==> config.mk <==
export PLATFORM = sky130hd
export DESIGN_NAME = tun_div
export DESIGN_NICKNAME = d
export VERILOG_FILES = /design/src/tun_pkg.sv /design/src/tun_div.sv
export SDC_FILE = /design/constraint.sdc
export NUM_CORES = 2
export LEC_CHECK = 0
export BUFFER_PORTS_ARGS = -buffer_cell sky130_fd_sc_hd__buf_2
export CAP_MARGIN = 20
export CELL_PAD_IN_SITES_DETAIL_PLACEMENT = 2
export CELL_PAD_IN_SITES_GLOBAL_PLACEMENT = 2
export CORE_UTILIZATION = 40
export DETAILED_ROUTE_END_ITERATION = 16
export GPL_TIMING_DRIVEN = 0
export PLACE_DENSITY_LB_ADDON = 0.1
export RECOVER_POWER = 50
export SLEW_MARGIN = 20
export SYNTH_ARGS = -nofsm -noshare
export SYNTH_HDL_FRONTEND = slang
export SYNTH_SLANG_ARGS = --single-unit
==> constraint.sdc <==
create_clock -name clk -period 3.9 [get_ports clk]
set_input_delay 0 -clock clk [delete_from_list [all_inputs] [get_ports clk]]
set_output_delay 0 -clock clk [all_outputs]
set_load 0.02 [all_outputs]
==> src/tun_pkg.sv <==
// shared widths, types and constants for the triangle unit normal pipeline
// no dependencies; every other file imports this package
package tun_pkg;

	localparam int COORD_WIDTH = 16;
	localparam int PRE_SHIFT   = (COORD_WIDTH > 24) ? COORD_WIDTH - 24 : 0;
	localparam int DIFF_W      = COORD_WIDTH + 1;
	localparam int EDGE_W      = DIFF_W - PRE_SHIFT;
	localparam int PROD_W      = 2 * EDGE_W;
	localparam int CROSS_W     = PROD_W + 1;
	localparam int MAG_W       = CROSS_W;
	localparam int LEAD_W      = $clog2(MAG_W);
	localparam int NRM_W       = 30;
	localparam int SQ_W        = 2 * NRM_W;
	localparam int SUM_W       = SQ_W + 2;
	localparam int ROOT_W      = SUM_W / 2;
	localparam int NRM_FRAC    = 14;
	localparam int NUM_W       = NRM_W + NRM_FRAC + 1;
	localparam int QUO_W       = 16;
	localparam int DIV_STAGES  = QUO_W + 1;
	localparam int OUT_W       = 16;
	localparam logic [QUO_W-1:0] NRM_ONE = QUO_W'(1 << NRM_FRAC);

	typedef logic signed [COORD_WIDTH-1:0] coord_t;
	typedef logic [MAG_W-1:0] mag_t;
	typedef logic [NRM_W-1:0] nrm_t;
	typedef logic [SUM_W-1:0] sum_t;
	typedef logic [ROOT_W-1:0] root_t;
	typedef logic [QUO_W-1:0] quo_t;

	typedef struct packed {
		logic [2:0][NRM_W-1:0] mag;
		logic [2:0]            neg;
		logic                  degen;
	} side_t;

endpackage

==> src/tun_div.sv <==
// pipelined rounded divide of one magnitude by the length, one quotient bit per stage
// depends on tun_pkg
module tun_div (
	input  logic           clk,
	input  logic           en,
	input  tun_pkg::nrm_t  mag,
	input  tun_pkg::root_t len,
	output tun_pkg::quo_t  quo
);
	import tun_pkg::*;

	logic [NUM_W-1:0] num_s0;
	root_t            den_s0;
	logic [QUO_W-1:0] lo_sn  [QUO_W];
	root_t            rem_sn [QUO_W];
	root_t            den_sn [QUO_W];
	quo_t             quo_sn [QUO_W];

	// numerator mag * 2^14 + len / 2 gives round half up
	always_ff @(posedge clk) begin
		if (en) begin
			num_s0 <= (NUM_W'(mag) << NRM_FRAC) + NUM_W'(len >> 1);
			den_s0 <= len;
		end
	end

	for (genvar k = 0; k < QUO_W; k++) begin : g_stage
		logic [QUO_W-1:0] lo_p;
		root_t            rem_p;
		root_t            den_p;
		quo_t             quo_p;
		logic [ROOT_W:0]  cur;
		logic             ge;

		if (k == 0) begin : g_first
			assign lo_p  = num_s0[QUO_W-1:0];
			assign rem_p = ROOT_W'(num_s0[NUM_W-1:QUO_W]);
			assign den_p = den_s0;
			assign quo_p = '0;
		end else begin : g_next
			assign lo_p  = lo_sn[k-1];
			assign rem_p = rem_sn[k-1];
			assign den_p = den_sn[k-1];
			assign quo_p = quo_sn[k-1];
		end

		assign cur = {rem_p, lo_p[QUO_W-1]};
		assign ge  = cur >= {1'b0, den_p};

		always_ff @(posedge clk) begin
			if (en) begin
				lo_sn[k]  <= lo_p << 1;
				rem_sn[k] <= ge ? ROOT_W'(cur - {1'b0, den_p}) : ROOT_W'(cur);
				den_sn[k] <= den_p;
				quo_sn[k] <= {quo_p[QUO_W-2:0], ge};
			end
		end
	end

	assign quo = quo_sn[QUO_W-1];
endmodule

# After elaboration in Yosys (flattened, before gate mapping)

Memory sizes are Yosys's and may differ from the RTL's.
Index checks and enable logic that the tools add are counted.

Register bits after elaboration: 76
Memory bits (writable): 1488
Input bits: 63
Output and inout bits: 16
Word-level logic and storage cells: 57
Memories: 4

Memories:

| memory | depth | width | read ports | clocked after Yosys merged registers in | wr ports | RTL line      | RTL |
|---|---|---|---|---|---|---|---|
| den_sn | 16    | 31    | 15         | 0                                       | 16       | tun_div.sv:16 | `root_t den_sn [QUO_W];` |
| rem_sn | 16    | 31    | 15         | 0                                       | 16       | tun_div.sv:15 | `root_t rem_sn [QUO_W];` |
| quo_sn | 16    | 16    | 16         | 0                                       | 16       | tun_div.sv:17 | `quo_t quo_sn [QUO_W];` |
| lo_sn  | 16    | 15    | 15         | 0                                       | 16       | tun_div.sv:14 | `logic [QUO_W-1:0] lo_sn [QUO_W];` |

Add/sub/neg operators: 17
Magnitude comparators: 16
Multiplexer cells: 18

Operator list:

| kind                                         | number |
|---|---|
| 2-to-1 mux 31 bit                            | 16 |
| greater-or-equal comparator 32 x 31 -> 1 bit | 15 |
| subtractor 31 bit                            | 15 |
| adder 44 x 30 -> 45 bit                      | 1 |
| greater-or-equal comparator 30 x 31 -> 1 bit | 1 |
| subtractor 30 x 31 -> 31 bit                 | 1 |
| 2-to-1 mux 1 bit                             | 2 |

# Depth between registers and ports, before layout

An unclocked memory read counts as a cell.

Depth in word-level cells: 3
Mapped depth: 16
Gate-level depth less buffers: 14

# Least setup slack after synthesis

No wires, ideal clock.

Kind: register to register
From: memory den_sn[1][124] in the netlist's numbering
To: memory rem_sn[1][178] in the netlist's numbering, data pin
Library setup time: 260 ps
Arrival: 3129 ps
Required time: 3640 ps
Slack: 511 ps
Stages on the path, launching flop included: 15
Buffers on the path: 1
Path through: edfxtp_1 ha_1 fa_1 nor2b_1 o21ai_1 a21boi_1 o21ai_1 a21oi_1 o21ai_1 nor3b_1 o41a_1 o21ai_1 a41o_1 buf_4 mux2_2

RTL lines:

| element         | RTL line |
|---|---|
| start, declared | tun_div.sv:16 |
| end, declared   | tun_div.sv:15 |

==> flow_summary.json <==
{
  "wl_per_cell_um": 24.1,
  "cts_tree": "yes",
  "netlist_instances": 5887,
  "pwr_density_cell_nw_per_um2": 841,
  "startpoint_type": "flop",
  "drv_cap": 2,
  "ys_warn_count": 0,
  "synth.distinct_cells": 99,
  "hold_class": "in -> reg",
  "dieArea_um2": 164000,
  "rsz0062_at_grt": "yes",
  "hold_viol_final": 0,
  "path_clk_slew_ns": 0.06,
  "vias": 47094,
  "reg2reg_depth": 17,
  "setup.worst_path.class": "reg -> reg",
  "root_buffer": "clkbuf_16",
  "synth_fp_nets": 6477,
  "cp_slowest_cell": "edfxtp_1",
  "violations": "max-capacitance violations, max-slew violations, negative setup slack",
  "finalSetupViolations": 11,
  "ios": 79,
  "rr_startpoint": "den_sn[1][127]",
  "grt_pass1_wl_um": 315000,
  "die_h_um": 405,
  "grt_usage": 0.250,
  "clk_latency_ns": 0.78,
  "max_freq_mhz": 254,
  "min_period_over_period": 1.01,
  "portBuffers": 78,
  "dp_cells": 8134,
  "worst_pin_slew_ns": 2.34,
  "viasPerCell": 5.48,
  "worstPathArrival_ns": 4.45,
  "ys_ff_latch": 1129,
  "hold_start": "mag[0]",
  "final_util": 0.473,
  "dr.pass1.iters": 5,
  "syn2layout_area_growth_pct": 17.0,
  "leakage_nw": 31.3,
  "start_util": 0.404,
  "drive_gt1_frac": 0.112,
  "status": "finished with violations",
  "synth.cell_area_um2": 65000,
  "post-route-drc-count": 0,
  "cts_inserted_buffers": 139,
  "stdcell_count": 8596,
  "worstHoldEndpoint": "num_s0[14]",
  "drtAntennaViolNets": 0,
  "antenna_found_initial": 2,
  "first_iter_violations": 2065,
  "ys_async_sr_fraction": 0,
  "gr-max-usage-layer": "met2",
  "grt_util_met3": 0.0277,
  "path_common_cell": "o21ai_2",
  "synth-edff-count": 1129,
  "grt_util_met2": 0.498,
  "timing.rr.end": "rem_sn[1][159]",
  "gr-total-overflow": 0,
  "slew_headroom": -0.563,
  "worstPathRequired_ns": 4.41,
  "cp_max_fo": 5,
  "crit_path_max_incr_delay_ns": 0.44,
  "routabilityCongestion": 0.881,
  "endpoint_kind": "flop",
  "h-tree-depth": 4,
  "nets": 6915,
  "grt_max_degree": 145,
  "routed_wl_um": 207000,
  "synthFlopType": "edfxtp_1",
  "diodes": 0,
  "min_path_cells": 3,
  "yosysSeqAreaShare": 0.521,
  "die_width_um": 405,
  "postSynthAreaPerCell_um2": 11.0,
  "clock-sinks": 1129,
  "dp.final_hpwl_um": 155000,
  "power_w": 0.0640,
  "setup_ws_ns": -0.0343,
  "fin_worst_skew_ns": 0.0367,
  "maxSlewViolCount": 237,
  "max-clock-path-buffers": 3,
  "ir_drop_uv": 512,
  "worstPathCellList": "inv_2 > buf_6 > ha_4 > fa_2 > nor2b_2 > o21ai_2 > a21boi_2 > o21ai_2 > a21oi_2 > o21ai_2 > nor3b_4 > o41a_1 > o21ai_2 > a41o_4 > buf_12 > buf_8 > mux2_2",
  "grt_pass1_vias": 52839,
  "finalCriticalPeriod_ns": 3.93,
  "rows": 147,
  "reg2reg_slack_ns": -0.03,
  "yosys.area.top_type": "edfxtp_1",
  "grtUsageMet1": 0.261,
  "synth.area.top_cells": "edfxtp_1 52%, ha_1 9.8%, a21oi_1 3.6%",
  "yosys.area.top_type_share": 0.521,
  "core_um2": 161000
}
-- cells by family (layout without fill, tap and decap cells) --
group                      count (synthesis)  in the layout  synth area share
AOI/OAI and AO/OA                       1626           1627             0.157
and+or+nand+nor                         1330           1330            0.0965
DFF                                     1129           1129             0.521
buffers and inverters                    730           1278            0.0441
adders and majority gates                527            527             0.103
xor gates and xnor gates                 421            421            0.0567
muxes                                    124            124            0.0212
-- sequential cells by signal (all words and copies together), names as in the netlist --
signal,cells
den_sn,465
den_s0,17
rem_sn,465
lo_sn,1
num_s0,45
quo_sn,136
-- Yosys cell counts (all sizes together), types with 7 or more instances --
| master | instances |
|---|---|
| edfxtp | 1129 |
| inv | 601 |
| ha | 511 |
| nand2 | 486 |
| a21oi | 465 |
| o21ai | 464 |
| nor2 | 303 |
| a21o | 267 |
| xnor2 | 227 |
| xor2 | 194 |
| mux2 | 112 |
| clkbuf | 90 |
| nor2b | 90 |
| nand3 | 78 |
| nand2b | 70 |
| nand4 | 69 |
| nor3 | 66 |
| o21a | 63 |
| o21bai | 56 |
| a31oi | 55 |
| a211oi | 45 |
| and3 | 40 |
| buf | 39 |
| o31ai | 37 |
| a21boi | 26 |
| and2 | 24 |
| or3 | 23 |
| o211ai | 17 |
| or2 | 17 |
| fa | 16 |
| nor4 | 16 |
| o41ai | 15 |
| a211o | 13 |
| and4 | 13 |
| mux2i | 12 |
| a2111oi | 9 |
| a221oi | 9 |
| o31a | 9 |
| nor3b | 8 |
| o2111ai | 8 |
| nand3b | 7 |
-- power breakdown --
group	leakage, nW	switching, W	internal (W)
registers	11.1	0.00215	0.0180
logic	18.2	0.0184	0.0128
clock network	2.12	0.00535	0.00728
total	31.3	0.0259	0.0381
-- layout by cell type, fill, tap and decap left out, types with 24 or more instances in the layout --
cell type / Yosys / routed
clkbuf_16: 0 / 144
edfxtp_1: 1129 / 1129
o21ai_2: 1 / 33
xor2_1: 194 / 194
o31ai_1: 33 / 25
clkinv_1: 0 / 38
and3_1: 40 / 40
nand2_1: 485 / 485
mux2_2: 103 / 92
clkbuf_1: 89 / 116
a211oi_1: 39 / 35
a31oi_1: 52 / 47
nand2b_1: 70 / 70
o21a_1: 62 / 59
nand3_1: 78 / 77
o21ai_0: 412 / 370
dlygate4sd3_1: 0 / 114
a21o_1: 267 / 267
buf_2: 20 / 48
nor2b_1: 90 / 86
buf_4: 5 / 84
nor3_1: 65 / 60
nand4_1: 68 / 68
and2_1: 24 / 24
nor2_1: 303 / 302
inv_1: 600 / 592
xnor2_1: 227 / 227
a21oi_1: 462 / 445
ha_1: 511 / 506
o21bai_1: 56 / 56
o21ai_1: 51 / 55
-- worst max-delay path, delay by kind of cell, from the launching register on --
family / cells / cell delay, ns
muxes: 1 / 0.34
AOI/OAI and AO/OA: 8 / 1.59
adders and majority gates: 2 / 0.49
and+or+nand+nor: 2 / 0.32
DFF: 1 / 0.44
buffers and inverters: 4 / 0.45
-- worst max path at each step --
stage              startpoint             end  slack (ns)  depth (start not counted)
2_1_floorplan  den_sn[1][124]  rem_sn[1][178]        0.51                         14
3_3_place_gp               en   den_sn[1][34]      -14.95                          1
3_5_place_dp    den_sn[0][75]   rem_sn[0][94]       -1.74                         14
4_1_cts         den_sn[0][75]   rem_sn[0][93]      -0.009                         16
5_1_grt        den_sn[1][127]  rem_sn[1][159]       -0.13                         17
6_report       den_sn[1][127]  rem_sn[1][159]       -0.03                         17
-- final cells by class --
class | instances | area, um2
plain buffers | 127 | 917
clock buffers | 175 | 3700
clock inverters | 77 | 672
fillers | 16252 | 84800
inverters | 601 | 2270
multi-input cells | 4029 | 29400
flip-flops and latches | 1129 | 33900
well taps | 2160 | 2700
repair buffers | 298 | 2560
-- metrics by stage --
step                TNS [ns]  setup slack [ns]  area [um2]  hold WS (ns)
floorplan                  0             0.511       65000        0.0989
global placement           -            -14.95       68100         0.178
detailed placement   -315.21             -1.74       68400         0.178
CTS                 -0.00912          -0.00912       75400        0.0140
global route           -2.54            -0.130       76100         0.117
finish                -0.151           -0.0343       76100         0.136
-- routing by layer --
metal | wire, um | vias up
met5 | 13 | -
met4 | 9080 | 2
met3 | 4340 | 328
met2 | 115000 | 590
met1 | 78000 | 23827
li1 | - | 22347
-- what timing repair did --
item | CTS | global route
endpoints found under the setup margin | 480 | 394
pin swaps | 42 | 51
cloned | 3 | 0
hold buffers | 114 | 0
hold endpoints to repair | 170 | 0
resized for setup | 266 | 122
setup buffers | 53 | 42
No activity file was read; power rests on OpenSTA's default activity.
